**src/sv/cfa_pkg.sv**
```systemverilog
// Shared types, constants and tables for the complementary filter attitude unit.
package cfa_pkg;

  localparam int CordicSteps = 16;
  localparam int SampleBits  = 16;
  localparam int CordW       = SampleBits + 20;
  localparam int ZW          = 26;
  localparam int CntW        = 5;
  localparam int AngW        = 18;
  localparam int CfgIdxW     = 2;

  localparam logic [CfgIdxW-1:0] CfgBlend = 2'd0;
  localparam logic [CfgIdxW-1:0] CfgDecl  = 2'd1;

  localparam logic [15:0] BlendReset = 16'd63570;
  localparam logic [16:0] DeclReset  = 17'd1777;

  localparam logic signed [ZW-1:0] HalfTurn = 26'sd11796480;
  localparam logic signed [29:0]   AngLimit = 30'sd92160;
  localparam logic [25:0]          Recip125 = 26'd34359738;

  localparam logic [21:0] AtanFine [24] = '{
    22'd2949120, 22'd1740967, 22'd919879, 22'd466945, 22'd234379, 22'd117304,
    22'd58666, 22'd29335, 22'd14668, 22'd7334, 22'd3667, 22'd1833,
    22'd917, 22'd458, 22'd229, 22'd115, 22'd57, 22'd29,
    22'd14, 22'd7, 22'd4, 22'd2, 22'd1, 22'd0
  };

  typedef struct packed {
    logic signed [15:0] accel_x;
    logic signed [15:0] accel_y;
    logic signed [15:0] accel_z;
    logic signed [15:0] gyro_x;
    logic signed [15:0] gyro_y;
    logic signed [15:0] gyro_z;
    logic signed [15:0] mag_x;
    logic signed [15:0] mag_y;
    logic signed [15:0] mag_z;
    logic [15:0]        elapsed_ms;
  } cfa_item_t;

  typedef struct packed {
    logic       full;
    logic       empty;
    logic [1:0] count;
  } cfa_qstat_t;

endpackage

```
**src/sv/cfa_front.sv**
```systemverilog
// Input side: accepts sample sets and queues them for the compute sequencer.
module cfa_front import cfa_pkg::*; (
  input  logic       clk_i,
  input  logic       rst_ni,
  input  logic       in_valid_i,
  output logic       in_stall_o,
  input  cfa_item_t  in_item_i,
  output logic       q_valid_o,
  output cfa_item_t  q_item_o,
  input  logic       q_pop_i,
  output cfa_qstat_t q_stat_o
);

  cfa_item_t  mem_q [2];
  logic       wr_q, wr_d, rd_q, rd_d;
  logic [1:0] cnt_q, cnt_d;
  logic       push, pop;

  assign in_stall_o = (cnt_q == 2'd2);
  assign push       = in_valid_i && !in_stall_o;
  assign pop        = q_pop_i && (cnt_q != 2'd0);
  assign q_valid_o  = (cnt_q != 2'd0);
  assign q_item_o   = mem_q[rd_q];

  assign q_stat_o.full  = (cnt_q == 2'd2);
  assign q_stat_o.empty = (cnt_q == 2'd0);
  assign q_stat_o.count = cnt_q;

  always_comb begin
    wr_d  = push ? !wr_q : wr_q;
    rd_d  = pop ? !rd_q : rd_q;
    cnt_d = cnt_q + {1'b0, push} - {1'b0, pop};
  end

  always_ff @(posedge clk_i or negedge rst_ni) begin
    if (!rst_ni) begin
      wr_q  <= 1'b0;
      rd_q  <= 1'b0;
      cnt_q <= 2'd0;
    end else begin
      wr_q  <= wr_d;
      rd_q  <= rd_d;
      cnt_q <= cnt_d;
    end
  end

  always_ff @(posedge clk_i) begin
    if (push) begin
      mem_q[wr_q] <= in_item_i;
    end
  end

endmodule

```
**config.mk**
```make
export PLATFORM = sky130hd
export DESIGN_NAME = cfa_front
export DESIGN_NICKNAME = d
export VERILOG_FILES = /design/src/sv/cfa_pkg.sv /design/src/sv/cfa_front.sv
export SDC_FILE = /design/constraint.sdc
export NUM_CORES = 1
export LEC_CHECK = 0
export BUFFER_PORTS_ARGS = -buffer_cell sky130_fd_sc_hd__buf_2
export CAP_MARGIN = 20
export CELL_PAD_IN_SITES_DETAIL_PLACEMENT = 0
export CELL_PAD_IN_SITES_GLOBAL_PLACEMENT = 1
export CORE_ASPECT_RATIO = 1.25
export CORE_MARGIN = 3
export CORE_UTILIZATION = 48
export CTS_BUF_LIST = sky130_fd_sc_hd__clkbuf_16
export DETAILED_ROUTE_END_ITERATION = 6
export GPL_TIMING_DRIVEN = 0
export PLACE_DENSITY_LB_ADDON = 0.1
export SETUP_SLACK_MARGIN = 0.02
export SLEW_MARGIN = 40
export SYNTH_ARGS = -nofsm -noshare
export SYNTH_HDL_FRONTEND = slang
export SYNTH_SLANG_ARGS = --single-unit
```
**constraint.sdc**
```tcl
create_clock -name clk_i -period 20.3 [get_ports clk_i]
set_input_delay 4.06 -clock clk_i [delete_from_list [all_inputs] [get_ports clk_i]]
set_output_delay 4.06 -clock clk_i [all_outputs]
set_load 0.03 [all_outputs]
```
==> results.toml <==
[synth]
yosys-top-cells-count = "edfxtp_1 (320), mux2_4 (90), mux2_2 (70)"
synthFlopType = "edfxtp_1"
syn_nets = 684
yosys.area.top_type = "edfxtp_1"
ys_types = 17
async_flop_share = 0.0123
yosys.area.top_type_share = 0.793
synthTopCellsByArea = "edfxtp_1 (79%), mux2_4 (11%), mux2_2 (6.5%)"
synth_edf_count = 320
postSynthAreaPerCell_um2 = 23.4
synth-seq-cells = 324
yosys_warnings = 0
yosysMostFrequentCell = "edfxtp_1"
yosysSeqAreaShare = 0.801
syn_inst = 518
synthesis.area_um2 = 12100

[drt]
ant_nets = 0
drtIter0Drc = 230
route.vias.total = 6094
routed_wl_mm = 24.0
via_per_inst = 4.88
routedWlPerCell_um = 19.2
drc = 0
drt_pass1_iterations = 4

[worst_hold_path]
hold_class = "reg2reg"

[sta]
finalCriticalPeriod_ns = 6.00
final_max_slew_viol_count = 0
fin_crit_sh = 0.296
fin_ws_ns = 14.30
fmax_ghz = 0.167
final-setup-viol-count = 0
final_hold_viol_count = 0
rsz0062_at_grt = "no"
finClkSkew_ns = 0.0123
slew_headroom = 0.699
tightest_slew_ns = 0.452
tns_ns = 0

[placed_design]
io_buffer_count = 329
place_ws_ns = 14.75
gp_congestion = 0.724
dp_hpwl_mm = 17.6
dpl.cell_count = 1190

[power]
max-vdd-ir-drop_mv = 0.0926
leakage_uw = 0.00612
powerDensity_nw_per_um2 = 161

[cells_and_area]
fin_nets = 1059
final_util = 0.628
syn_to_final_growth_pct = 27.8
instances_no_fill = 1250
filler_cell_count = 1883
drive_gt1_frac = 0.620

[floorplanning]
rows = 64
chipHeight_um = 184
die-area_um2 = 27200
core_area_um2 = 24700
die_x_um = 148
start_util = 0.491
ioPinCount = 330

[clocking]
post-cts-setup-buffer-count = 0
cts_tree = "done"
cts_made_buffers = 31
htreeDepth = 1
hold_buffers = 0
cts_resized = 0
cts_buffer_depth = 3
clk_pin_slew_ns = 0.06
clkSinkCount = 324
root_buffer = "clkbuf_16"
clock_latency_ns = 0.54

[grt]
grt_max_degree = 41
grt_pass1_vias = 6620
grt.total_usage = 0.171
antenna_found_initial = 8
grt_overflow_total = 0
grt_pass1_wl_mm = 36.1

[setup_path]
cp_data_required_time_ns = 16.24
path_max_fanout = 10
arrival_ns = 1.94
start_kind = "flip-flop"
endpoint_kind = "output pin"
crit_type = "reg2out"

[job]
drv_cap = 0

[status]
status = "complete, no violations"
## worst max-delay path, stage by stage (launching register included)
cell	delay, ns
dfrtp_1	0.34
buf_6	0.15
buf_6	0.21
buf_6	0.21
mux2_4	0.31
buf_2	0.19
## stage by stage
step                hold slack (ns)  cell area, µm²  total power, µW
floorplan                     0.461           12100             1700
global placement              0.478           14200             1950
detailed placement            0.534           14500             1960
CTS                           0.557           15500             2520
global route                  0.595           15500             2600
finish                        0.563           15500             2490
## power by group
| part | leakage (µW) | switching [µW] | total [µW] | internal [µW] |
|---|---|---|---|---|
| combinational | 0.00260 | 609 | 988 | 380 |
| clock | 0.000504 | 226 | 552 | 326 |
| sequential | 0.00302 | 34.6 | 947 | 912 |
| total | 0.00612 | 869 | 2490 | 1620 |
## cell type report
cell class              count  area, µm²  share of cell area
inverters                   3       11.3            0.000727
clock buffers              31        776              0.0501
clock inverters            25        216              0.0140
well taps                 330        413              0.0267
multi-input cells         172       2240               0.145
repair buffers            342       1940               0.125
plain buffers              19        166              0.0107
flip-flops and latches    324       9710               0.627
diodes                      4       10.0            0.000646
## registers in the layout (all words and copies together) (netlist names)
signal and flops:
rd_q 1, mem_q 320, wr_q 1, cnt_q 2
## cell families after synthesis
logic type | count (synthesis) | synth area share
flops | 324 | 0.801
mux | 160 | 0.177
buf+inv | 22 | 0.0147
simple gates | 6 | 0.00269
fa+ha+maj | 2 | 0.00206
xor+xnor | 4 | 0.00289
## final timing paths
path	slack, ns	cells past startpoint	startpoint	endpoint
worst max-delay path	14.30	5	rd_q	q_item_o[116]
worst min register to register	0.56	1	cnt_q[1]	cnt_q[1]
worst max register to register	18.35	4	cnt_q[1]	mem_q[1][118]
worst min-delay path	0.56	1	cnt_q[1]	cnt_q[1]
min in group asynchronous	3.32	1	rst_ni	cnt_q[0]
max in group asynchronous	16.86	1	rst_ni	rd_q
## metal layers
metal,vias to the layer above,GRT usage,routed length (µm)
li1,2815,-,-
met1,2971,0.192,8450
met2,238,0.303,12400
met3,62,0.0599,2290
met4,8,0.0584,867
met5,-,0,46
## cell usage in the layout (no fill, tap or decap), drive strengths merged
cell / count
and2: 1
edfxtp: 320
or2: 1
xor2: 1
ha: 2
clkinvlp: 1
mux2: 160
clkinv: 16
and3: 1
xnor2: 3
nor2: 1
clkbuf: 31
inv: 7
nand2: 1
dfrtp: 4
nand2b: 1
diode: 4
buf: 361
bufinv: 4
Note: power is estimated with default switching activity, not from simulation.
